$ cat src/hdl/pcf_pkg.sv
// ----------------------------------------------------------------------------
// pcf_pkg
// shared types, constants and helpers of the printf conversion formatter
// ----------------------------------------------------------------------------
package pcf_pkg;

  // stream widths
  localparam int IN_TDATA_W  = 88;
  localparam int IN_TUSER_W  = 3;
  localparam int OUT_TDATA_W = 8;

  // field limit for left_width, zero_width and precision
  localparam logic [4:0] FIELD_WIDTH_MAX = 5'd20;

  // reciprocal of ten, used as floor(v * RECIP10 / 2**35) = v / 10
  localparam logic [31:0] RECIP10    = 32'hCCCC_CCCD;
  localparam int          RECIP10_SH = 35;

  // ascii codes
  localparam logic [7:0] CH_ZERO    = 8'h30;
  localparam logic [7:0] CH_SPACE   = 8'h20;
  localparam logic [7:0] CH_PLUS    = 8'h2B;
  localparam logic [7:0] CH_MINUS   = 8'h2D;
  localparam logic [7:0] CH_PERCENT = 8'h25;
  localparam logic [7:0] CH_LOW_X   = 8'h78;
  localparam logic [7:0] CH_UP_X    = 8'h58;

  // conversion kinds
  typedef enum logic [2:0] {
    FN_CHAR    = 3'd0,
    FN_SDEC    = 3'd1,
    FN_UDEC    = 3'd2,
    FN_HEX_LO  = 3'd3,
    FN_HEX_UP  = 3'd4,
    FN_POINTER = 3'd5,
    FN_PERCENT = 3'd6,
    FN_NONE    = 3'd7
  } func_e_t;

  // sequencer states
  typedef enum logic [4:0] {
    ST_IDLE = 5'b00001,
    ST_MUL  = 5'b00010,
    ST_SUB  = 5'b00100,
    ST_PLAN = 5'b01000,
    ST_EMIT = 5'b10000
  } state_t;

  // clamp a width field to the field limit
  function automatic logic [4:0] sat_width(input logic [4:0] w);
    return (w > FIELD_WIDTH_MAX) ? FIELD_WIDTH_MAX : w;
  endfunction

  // digit value to ascii, upper or lower case letters
  function automatic logic [7:0] digit_char(input logic [3:0] d, input logic upper);
    logic [7:0] c;
    if (d < 4'd10) begin
      c = CH_ZERO + {4'd0, d};
    end else if (upper) begin
      c = 8'h41 + {4'd0, d - 4'd10};
    end else begin
      c = 8'h61 + {4'd0, d - 4'd10};
    end
    return c;
  endfunction

endpackage

$ cat src/hdl/printf_conversion_formatter.sv
// ----------------------------------------------------------------------------
// printf_conversion_formatter
// turns one parsed printf conversion into its ascii characters
// ----------------------------------------------------------------------------
// One input word carries a parsed conversion (kind in in_tuser, value and
// flags in in_tdata); the block answers with its characters on the out
// stream, one character per word, with out_tlast on the final one. A
// conversion that prints nothing (decimal zero with precision zero, or the
// unused kind code) produces no output word at all. Digits come from one
// shared divide step: a decimal digit takes a 32x32 multiply by the
// reciprocal of ten (ST_MUL), then a subtract for the remainder (ST_SUB),
// a hex or pointer digit a shift in ST_SUB alone; a conversion is loaded in
// ST_IDLE, makes its digits, is planned in ST_PLAN and then emits one character per cycle
// while out_tready is high; char and percent skip the digit loop. in_tready
// is high only between conversions. The output word sits in a register, so
// the next conversion may be loaded while the last character still waits.
// ----------------------------------------------------------------------------
module printf_conversion_formatter
  import pcf_pkg::*;
(
  input  logic                   clk,
  input  logic                   rst_n,
  // conversion in
  input  logic                   in_tvalid,
  output logic                   in_tready,
  // value[63:0], left_width[68:64], zero_width[73:69], has_precision[74],
  // precision[79:75], alt_form[80], space_sign[81], plus_sign[82]
  input  logic [IN_TDATA_W-1:0]  in_tdata,
  // func[2:0]
  input  logic [IN_TUSER_W-1:0]  in_tuser,
  // characters out
  output logic                   out_tvalid,
  input  logic                   out_tready,
  // out_char[7:0]
  output logic [OUT_TDATA_W-1:0] out_tdata,
  output logic                   out_tlast
);

  // input field split
  logic [63:0] in_value;
  logic [4:0]  in_lw, in_zw, in_prec;
  logic        in_hasp, in_alt, in_spc, in_plus;
  func_e_t     in_func;
  logic [31:0] in_v32;

  assign in_value = in_tdata[63:0];
  assign in_lw    = sat_width(in_tdata[68:64]);
  assign in_zw    = sat_width(in_tdata[73:69]);
  assign in_hasp  = in_tdata[74];
  assign in_prec  = sat_width(in_tdata[79:75]);
  assign in_alt   = in_tdata[80];
  assign in_spc   = in_tdata[81];
  assign in_plus  = in_tdata[82];
  assign in_func  = func_e_t'(in_tuser);
  assign in_v32   = in_value[31:0];

  // control state
  state_t      state_r, state_nxt;
  logic        out_tvalid_r, out_tvalid_nxt;
  logic [6:0]  rem_r, rem_nxt;           // characters still to emit
  logic [1:0]  pre_cnt_r, pre_cnt_nxt;   // sign / 0x / char prefix
  logic [5:0]  zero_cnt_r, zero_cnt_nxt; // both zero paddings together
  logic [4:0]  dig_cnt_r, dig_cnt_nxt;
  logic [4:0]  sp_cnt_r, sp_cnt_nxt;
  logic [4:0]  len_r, len_nxt;           // digits generated so far

  // payload
  logic [63:0] work_r, work_nxt;         // value still to split into digits
  logic [63:0] prod_r, prod_nxt;         // reciprocal product
  logic [63:0] dig_r, dig_nxt;           // digits, most significant at the top
  logic [15:0] pre_r, pre_nxt;           // prefix chars, first at the top
  logic [7:0]  out_char_r, out_char_nxt;
  logic        out_last_r, out_last_nxt;
  logic [4:0]  lw_r, lw_nxt, zw_r, zw_nxt, prec_r, prec_nxt;
  logic        dec_r, dec_nxt;           // base ten, else sixteen
  logic        upper_r, upper_nxt;
  logic        zpad_en_r, zpad_en_nxt;   // zero_width applies
  logic        hasp_en_r, hasp_en_nxt;   // precision applies
  logic        zw_extra_r, zw_extra_nxt; // minus sign eats one zero
  logic [1:0]  sp_extra_r, sp_extra_nxt; // chars counted against left_width

  // divide step
  logic [28:0] q_dec;
  logic [31:0] q_times10;
  logic [63:0] step_q;
  logic [3:0]  step_r;

  // planning
  logic [4:0]  need_z, need_s;
  logic [4:0]  zp1, zp2, sp;
  logic [5:0]  zero_total;
  logic [6:0]  total;

  logic        slot_free;

  always_comb begin
    q_dec     = prod_r[RECIP10_SH +: 29];
    q_times10 = {q_dec, 3'b000} + {2'b00, q_dec, 1'b0};
    if (dec_r) begin
      step_q = {35'd0, q_dec};
      step_r = 4'(work_r[31:0] - q_times10);
    end else begin
      step_q = {4'd0, work_r[63:4]};
      step_r = work_r[3:0];
    end
  end

  always_comb begin
    need_z     = len_r + {4'd0, zw_extra_r};
    need_s     = len_r + {3'd0, sp_extra_r};
    zp1        = (zpad_en_r && zw_r > need_z) ? zw_r - need_z : 5'd0;
    zp2        = (hasp_en_r && prec_r > len_r) ? prec_r - len_r : 5'd0;
    sp         = (lw_r > need_s) ? lw_r - need_s : 5'd0;
    zero_total = {1'b0, zp1} + {1'b0, zp2};
    total      = {5'd0, pre_cnt_r} + {1'b0, zero_total} + {2'b00, len_r} + {2'b00, sp};
  end

  assign slot_free = !out_tvalid_r || out_tready;

  always_comb begin
    state_nxt      = state_r;
    out_tvalid_nxt = out_tvalid_r && !out_tready;
    rem_nxt        = rem_r;
    pre_cnt_nxt    = pre_cnt_r;
    zero_cnt_nxt   = zero_cnt_r;
    dig_cnt_nxt    = dig_cnt_r;
    sp_cnt_nxt     = sp_cnt_r;
    len_nxt        = len_r;
    work_nxt       = work_r;
    prod_nxt       = prod_r;
    dig_nxt        = dig_r;
    pre_nxt        = pre_r;
    out_char_nxt   = out_char_r;
    out_last_nxt   = out_last_r;
    lw_nxt         = lw_r;
    zw_nxt         = zw_r;
    prec_nxt       = prec_r;
    dec_nxt        = dec_r;
    upper_nxt      = upper_r;
    zpad_en_nxt    = zpad_en_r;
    hasp_en_nxt    = hasp_en_r;
    zw_extra_nxt   = zw_extra_r;
    sp_extra_nxt   = sp_extra_r;

    unique case (state_r)
      ST_IDLE: begin
        if (in_tvalid) begin
          lw_nxt       = in_lw;
          zw_nxt       = in_zw;
          prec_nxt     = in_prec;
          len_nxt      = 5'd0;
          dig_nxt      = 64'd0;
          pre_nxt      = 16'd0;
          pre_cnt_nxt  = 2'd0;
          dec_nxt      = 1'b0;
          upper_nxt    = 1'b0;
          zpad_en_nxt  = 1'b0;
          hasp_en_nxt  = 1'b0;
          zw_extra_nxt = 1'b0;
          sp_extra_nxt = 2'd0;
          work_nxt     = {32'd0, in_v32};
          unique case (in_func)
            FN_CHAR, FN_PERCENT: begin
              pre_nxt      = {(in_func == FN_CHAR) ? in_value[7:0] : CH_PERCENT, 8'd0};
              pre_cnt_nxt  = 2'd1;
              sp_extra_nxt = 2'd1;
              state_nxt    = ST_PLAN;
            end
            FN_POINTER: begin
              pre_nxt      = {CH_ZERO, CH_LOW_X};
              pre_cnt_nxt  = 2'd2;
              sp_extra_nxt = 2'd2;
              work_nxt     = in_value;
              state_nxt    = ST_SUB;
            end
            FN_HEX_LO, FN_HEX_UP: begin
              upper_nxt   = (in_func == FN_HEX_UP);
              zpad_en_nxt = 1'b1;
              hasp_en_nxt = in_hasp;
              if (in_alt && in_v32 != 32'd0) begin
                pre_nxt     = {CH_ZERO, (in_func == FN_HEX_UP) ? CH_UP_X : CH_LOW_X};
                pre_cnt_nxt = 2'd2;
              end
              state_nxt = ST_SUB;
            end
            FN_SDEC, FN_UDEC: begin
              dec_nxt     = 1'b1;
              zpad_en_nxt = 1'b1;
              hasp_en_nxt = in_hasp;
              if (in_func == FN_SDEC && in_v32[31]) begin
                // negative: magnitude, minus counts against both widths
                work_nxt     = {32'd0, 32'd0 - in_v32};
                pre_nxt      = {CH_MINUS, 8'd0};
                pre_cnt_nxt  = 2'd1;
                zw_extra_nxt = 1'b1;
                sp_extra_nxt = 2'd1;
              end else if (in_func == FN_SDEC && in_spc && in_plus) begin
                pre_nxt     = {CH_SPACE, CH_PLUS};
                pre_cnt_nxt = 2'd2;
              end else if (in_func == FN_SDEC && in_spc) begin
                pre_nxt     = {CH_SPACE, 8'd0};
                pre_cnt_nxt = 2'd1;
              end else if (in_plus) begin
                pre_nxt     = {CH_PLUS, 8'd0};
                pre_cnt_nxt = 2'd1;
              end
              // zero with precision zero prints nothing
              if (in_hasp && in_prec == 5'd0 && in_v32 == 32'd0) begin
                state_nxt = ST_IDLE;
              end else begin
                state_nxt = ST_MUL;
              end
            end
            default: begin
              state_nxt = ST_IDLE;
            end
          endcase
        end
      end

      ST_MUL: begin
        prod_nxt  = work_r[31:0] * RECIP10;
        state_nxt = ST_SUB;
      end

      ST_SUB: begin
        dig_nxt  = {step_r, dig_r[63:4]};
        len_nxt  = len_r + 5'd1;
        work_nxt = step_q;
        if (step_q == 64'd0) begin
          state_nxt = ST_PLAN;
        end else if (dec_r) begin
          state_nxt = ST_MUL;
        end else begin
          state_nxt = ST_SUB;
        end
      end

      ST_PLAN: begin
        zero_cnt_nxt = zero_total;
        dig_cnt_nxt  = len_r;
        sp_cnt_nxt   = sp;
        rem_nxt      = total;
        state_nxt    = (total == 7'd0) ? ST_IDLE : ST_EMIT;
      end

      ST_EMIT: begin
        if (slot_free) begin
          out_tvalid_nxt = 1'b1;
          out_last_nxt   = (rem_r == 7'd1);
          rem_nxt        = rem_r - 7'd1;
          if (rem_r == 7'd1) begin
            state_nxt = ST_IDLE;
          end
          priority if (pre_cnt_r != 2'd0) begin
            out_char_nxt = pre_r[15:8];
            pre_nxt      = {pre_r[7:0], 8'd0};
            pre_cnt_nxt  = pre_cnt_r - 2'd1;
          end else if (zero_cnt_r != 6'd0) begin
            out_char_nxt = CH_ZERO;
            zero_cnt_nxt = zero_cnt_r - 6'd1;
          end else if (dig_cnt_r != 5'd0) begin
            out_char_nxt = digit_char(dig_r[63:60], upper_r);
            dig_nxt      = {dig_r[59:0], 4'd0};
            dig_cnt_nxt  = dig_cnt_r - 5'd1;
          end else begin
            out_char_nxt = CH_SPACE;
            sp_cnt_nxt   = sp_cnt_r - 5'd1;
          end
        end
      end

      default: begin
        state_nxt = ST_IDLE;
      end
    endcase
  end

  // control registers
  always_ff @(posedge clk) begin
    if (!rst_n) begin
      state_r      <= ST_IDLE;
      out_tvalid_r <= 1'b0;
      rem_r        <= 7'd0;
      pre_cnt_r    <= 2'd0;
      zero_cnt_r   <= 6'd0;
      dig_cnt_r    <= 5'd0;
      sp_cnt_r     <= 5'd0;
      len_r        <= 5'd0;
    end else begin
      state_r      <= state_nxt;
      out_tvalid_r <= out_tvalid_nxt;
      rem_r        <= rem_nxt;
      pre_cnt_r    <= pre_cnt_nxt;
      zero_cnt_r   <= zero_cnt_nxt;
      dig_cnt_r    <= dig_cnt_nxt;
      sp_cnt_r     <= sp_cnt_nxt;
      len_r        <= len_nxt;
    end
  end

  // payload registers
  always_ff @(posedge clk) begin
    work_r     <= work_nxt;
    prod_r     <= prod_nxt;
    dig_r      <= dig_nxt;
    pre_r      <= pre_nxt;
    out_char_r <= out_char_nxt;
    out_last_r <= out_last_nxt;
    lw_r       <= lw_nxt;
    zw_r       <= zw_nxt;
    prec_r     <= prec_nxt;
    dec_r      <= dec_nxt;
    upper_r    <= upper_nxt;
    zpad_en_r  <= zpad_en_nxt;
    hasp_en_r  <= hasp_en_nxt;
    zw_extra_r <= zw_extra_nxt;
    sp_extra_r <= sp_extra_nxt;
  end

  assign in_tready  = (state_r == ST_IDLE);
  assign out_tvalid = out_tvalid_r;
  assign out_tdata  = out_char_r;
  assign out_tlast  = out_last_r;

endmodule
$ cat config.mk
export PLATFORM = sky130hd
export DESIGN_NAME = printf_conversion_formatter
export DESIGN_NICKNAME = d
export VERILOG_FILES = /design/src/hdl/pcf_pkg.sv /design/src/hdl/printf_conversion_formatter.sv
export SDC_FILE = /design/constraint.sdc
export NUM_CORES = 2
export LEC_CHECK = 0
export ABC_AREA = 1
export BUFFER_PORTS_ARGS = -buffer_cell sky130_fd_sc_hd__buf_4
export CELL_PAD_IN_SITES_DETAIL_PLACEMENT = 1
export CELL_PAD_IN_SITES_GLOBAL_PLACEMENT = 1
export CORE_MARGIN = 3
export CORE_UTILIZATION = 24
export DETAILED_ROUTE_END_ITERATION = 8
export PLACE_DENSITY_LB_ADDON = 0.1
export SETUP_SLACK_MARGIN = 0.1
export SLEW_MARGIN = 10
export SYNTH_ARGS = -nofsm -noshare
export SYNTH_HDL_FRONTEND = slang
export SYNTH_SLANG_ARGS = --single-unit
$ cat constraint.sdc
create_clock -name clk -period 11.15 [get_ports clk]
set_input_delay 1.115 -clock clk [delete_from_list [all_inputs] [get_ports clk]]
set_output_delay 1.115 -clock clk [all_outputs]
set_load 0.02 [all_outputs]
* After elaboration in Yosys (flattened, before gate mapping) *
Cells that the tools add are included.

word-level totals
  flip-flop bits (word level) = 270
  input port bits = 95
  word-level logic and storage cells = 182
  output and inout bits = 11

cells by class
  $mul = 1
  reduce and logical (&&, ||, !) cells = 39
  magnitude comparators = 7
  add/subtract/negate cells = 21
  equal/unequal tests = 20
  multiplexer cells = 72

operators with widths
  kind                      count
  $mux W64                  6
  $pmux W64 S2              2
  $pmux W64 S3              1
  $mux W14                  5
  $mux W5                   13
  $logic_not A64 Y1         1
  $mul A32 B32 Y64 const B  1
  $pmux W16 S4              1
  $mux W60                  1
  $mux W16                  3
  $mux W8                   6
  $logic_not A32 Y1         1
  $mux W32                  1
  $pmux W16 S2              1
  $reduce_bool A32 Y1       1
  $sub A1 B32 Y32 const A   1
  $pmux W5 S5               1
  $mux W6                   4
  $pmux W5 S2               2
  $add A7 B4 Y8 const A     2
  $ne A2 B2 Y1 const B      8
  $gt A5 B5 Y1              3
  $gt A5 B5 Y1 const B      3
  $sub A5 B5 Y5             3
  53 further kinds          89

* Depth between registers and ports, before layout *
  depth in word-level cells = 11
  mapped depth = 31
  depth with buffers taken out = 30

* Worst setup path after synthesis *
No wires, ideal clock.

  path kind = reg-to-reg
  start = register work_r[8]
  end = register prod_r[41], data pin
  cell stages (with the launch flop) = 22
  path slack = 5184 ps
  arrival = 5713 ps
  data required time = 10897 ps
  path buffers = 1
  path through = edfxtp_1 > ha_1 > buf_2 > xor2_1 > ha_1 > or2_2 > fa_1 > fa_1 > fa_1 > fa_1 > fa_1 > ha_1 > ha_1 > nand2_1 > nor2_1 > inv_1 > nor3_1 > nand3_1 > nand3_1 > nand2_1 > inv_1 > nor2_1

on the way
  word-level cells in the longest chain between the ends = 1

RTL lines
  what                    RTL line                            RTL
  start, declared         printf_conversion_formatter.sv:68   logic [63:0] work_r, work_nxt;
  start signal, assigned  printf_conversion_formatter.sv:304  work_r <= work_nxt;
  $mul A32 B32 Y64        printf_conversion_formatter.sv:222  prod_nxt = work_r[31:0] * RECIP10;
  end signal, assigned    printf_conversion_formatter.sv:305  prod_r <= prod_nxt;
  end, declared           printf_conversion_formatter.sv:69   logic [63:0] prod_r, prod_nxt;

No other way between the ends.
A chain may end at the register's enable or synchronous reset.

* Worst setup path after layout *
Same ends and word-level chain as after synthesis.

==> parameters.txt <==
Parameter                              Value

Synth
  Ys Warns ... 0
  Async set or reset register ratio after synthesis ... 0%
  Most common library cells after synthesis ... 987 x inv_1, 703 x nand2_1, 400 x ha_1, 398 x fa_1, 255 x nor2_1
  Flip-flop cell with the highest count after synthesis ... edfxtp_1
  Synth cell types ... 50
  Top cells by area in the synthesized netlist ... fa_1 25%, edfxtp_1 19%, ha_1 16%
  Number of instances in the synthesized netlist ... between 3,000 and 4,000
  Cell taking the most area after synthesis ... fa_1
  Seq/Total Area, Yosys ... between 20% and 30%
  Dominant cell by count in the synthesized netlist ... inv_1
  Post-synth EDFFs ... 200
  Average cell area after synthesis ... ~8.3 sq um
  Synth Cell Area ... 31,800 sq um
  Total nets after synthesis ... around 4,700
  Number of storage elements in the synthesis netlist ... approximately 230
  Proportion of netlist area held by the largest area contributor ... 25.0%

Floorplanning
  Core Rows ... 133
  DIE AREA ... approximately 140,000 sq um
  Starting density of the core ... approximately 24%
  Die H ... ~370 um
  Chip width ... approximately 370 um
  Placeable core area ... 132,000 sq um
  Boundary Pins ... between 100 and 150

Clock network
  TritonCTS clock tree ... built
  Clk pin slew, worst setup/hold paths ... about 60 ps
  CTS max path bufs ... 3
  Root buffer cell ... clkbuf_16
  Post-CTS Hold Fix Bufs ... 0
  Count of clock tree sinks ... between 200 and 250
  H-tree Lvls ... 2
  Insertion delay to the later sink of the worst-skew pair ... ~590 ps
  Total setup buffers inserted after CTS ... 0
  Number of resized instances in the post-cts repair step ... 0
  Total clock buffers created by CTS ... 34

Timing
  Number of endpoints failing setup at the final stage ... 0
  Number of max-slew violations in the final report ... 0
  Max-Slew Margin vs Limit ... 33.0%
  Fin. Hold Viols ... 0
  Final critical-path required period ... 7460 ps
  Maximum clock frequency ... 0.134 GHz
  Slew @ Worst Pin ... 1000 ps
  Final critical-path share of the clock period ... roughly 67%
  Unrepaired setup endpoints after global routing ... no
  Max Clock Skew ... between 30 and 40 ps
  Setup TNS ... 0 ps

Placement
  GP Congestion ... slightly below 0.9
  Estimated wirelength of the detail-placed design ... 105,000 um
  # port buffers ... 100

Critical path
  Worst path arrival time ... about 7800 ps
  Crit path buf inv count ... 5
  Sequence of cells on the critical path ... ha_1, inv_1, fa_1, inv_1, fa_1, inv_1, fa_1, inv_1, fa_1, fa_1, fa_1, fa_1, ha_1, nand2_1, nor2_1, nand2_1, nor3_1, nand3_1, nand3_1, nand2_1, inv_1, nor2_1
  Crit path max-delay family ... adder cells
  Slowest-stage cell, CP ... edfxtp_1
  Delay of the slowest cell on the worst path ... 730 ps
  Startpoint-to-endpoint class of the critical path ... reg2reg
  Most common cell type on the critical path ... fa_1
  Crit path capture type ... flip-flop
  CP max FO ... 8
  Required time of the critical path ... 11,480 ps
  Startpoint type of the worst setup path ... flip-flop

Routing
  Total vias in the final route ... around 24,000
  DRC violation total after the first TritonRoute iteration ... between 1,000 and 1,500
  Antenna Nets Post-Route ... 0
  Initial DRT Pass Iterations ... 5
  Drt wl/cell ... between 20 and 25 um
  Post-detailed-routing wire length ... approximately 120,000 um
  Number of vias per cell ... between 4 and 5
  DRC violations left ... 0

Finish
  Total inserted antenna cells ... 0
  Final net count ... approximately 4,800
  Synth-to-Final Area Change ... 12.2%
  Fraction of the core area covered by cells at the end of the flow ... a little over a quarter
  Multi-input gate area in the final layout ... 21,200 sq um
  Number of filler cells placed in the layout ... around 16,000
  Share of post-route cells with drive strength above 1 ... roughly 4.9%
  Register area ... 6630 sq um

Global route
  Wire length of the first global-routing pass ... 177,000 um
  Overall global routing resource usage ... 17.6%
  Vias in the first global route ... 26,442
  Gr ovfl total ... 0
  Largest net degree at the start of global routing ... 96
  Initial antenna violation count ... 1

Hold path
  Worst min-delay path category ... reg2reg

Outcome
  Outcome ... complete, no violations

Flow run
  Max-cap viol count ... 0
tightest hold or removal path: cells and delay by family, from the launching register on:
| kind | cells | cell delay [ps] |
|---|---|---|
| and+or+nand+nor | 1 | 60 |
| DFF | 1 | 310 |
| AOI/OAI and AO/OA | 1 | 60 |
per-layer routing:
layer | up-vias | global-route usage [%] | part of all wire [%]
li1 | 12059 | - | -
met1 | 12166 | 23.5 | 46
met2 | 157 | 31.4 | 51
met3 | 64 | 1.30 | 1.5
met4 | 0 | 3.09 | 1.6
met5 | - | 0 | 0
through the flow:
| step | instance area (sq um) | hold slack (ps) | std cells | worst slack, ps |
|---|---|---|---|---|
| after global routing | 35700 | 498 | 5689 | 3380 |
| after floorplan | 31800 | 445 | 3821 | 5180 |
| after detailed placement | 34600 | 460 | 5629 | 3770 |
| after CTS | 35700 | 469 | 5689 | 3700 |
| final | 35700 | 467 | 5689 | 3690 |
| after global placement | 34600 | 458 | 5629 | 3730 |
flip-flops by register name, summed over array words and instances, names as in the netlist, 2 cells and up:
name	cells
pre_cnt_r	2
len_r	5
prec_r	5
lw_r	5
work_r	64
state_r	5
out_tdata	8
zw_r	5
sp_extra_r	2
zero_cnt_r	6
prod_r	29
pre_r	12
rem_r	7
dig_r	64
dig_cnt_r	5
kinds of logic (layout without fill, tap and decap cells):
kind of cell | count (synthesis) | count (layout) | share of synthesized area, %
compound gates | 450 | 450 | 7.84
xor+xnor | 98 | 98 | 2.70
fa+ha+maj | 798 | 798 | 40.7
buf+inv | 1054 | 1167 | 12.6
flops | 231 | 231 | 20.8
mux | 1 | 1 | 0.0314
simple gates | 1189 | 1189 | 15.3
cells in the final DEF (no fill, tap or decap), types with 10 or more instances in the layout:
| cell type | n |
|---|---|
| nor2_1 | 255 |
| a21o_1 | 10 |
| o21ai_1 | 18 |
| nand4_1 | 29 |
| inv_1 | 987 |
| edfxtp_1 | 200 |
| clkbuf_16 | 34 |
| or2_2 | 10 |
| nand2_1 | 703 |
| nand3_1 | 141 |
| a21oi_1 | 126 |
| xor2_1 | 75 |
| buf_4 | 113 |
| nor3_1 | 20 |
| o22ai_1 | 50 |
| ha_1 | 400 |
| o21ai_0 | 185 |
| xnor2_1 | 23 |
| dfxtp_1 | 31 |
| clkbuf_1 | 11 |
| o21bai_1 | 18 |
| fa_1 | 398 |
worst paths after layout:
check | from | to | slack, ps | cells past startpoint
worst max register to register | work_r[8] | prod_r[41] | 3690 | 22
worst max-delay path | work_r[8] | prod_r[41] | 3690 | 22
worst min-delay path | zero_cnt_r[5] | zero_cnt_r[5] | 470 | 2
worst min register to register | zero_cnt_r[5] | zero_cnt_r[5] | 470 | 2
area by class of cell:
| class | count | share of cell area [%] |
|---|---|---|
| clock buffers | 48 | 2.61 |
| clock inverters | 12 | 0.371 |
| inverters | 994 | 10.4 |
| multi-input cells | 2536 | 59.5 |
| flip-flops and latches | 231 | 18.6 |
| well taps | 1755 | 6.15 |
| repair buffers | 113 | 2.38 |
Power is left out: the tool's default activity adds up to more than one toggle a clock period on the data nets, which glitch-free logic cannot reach.
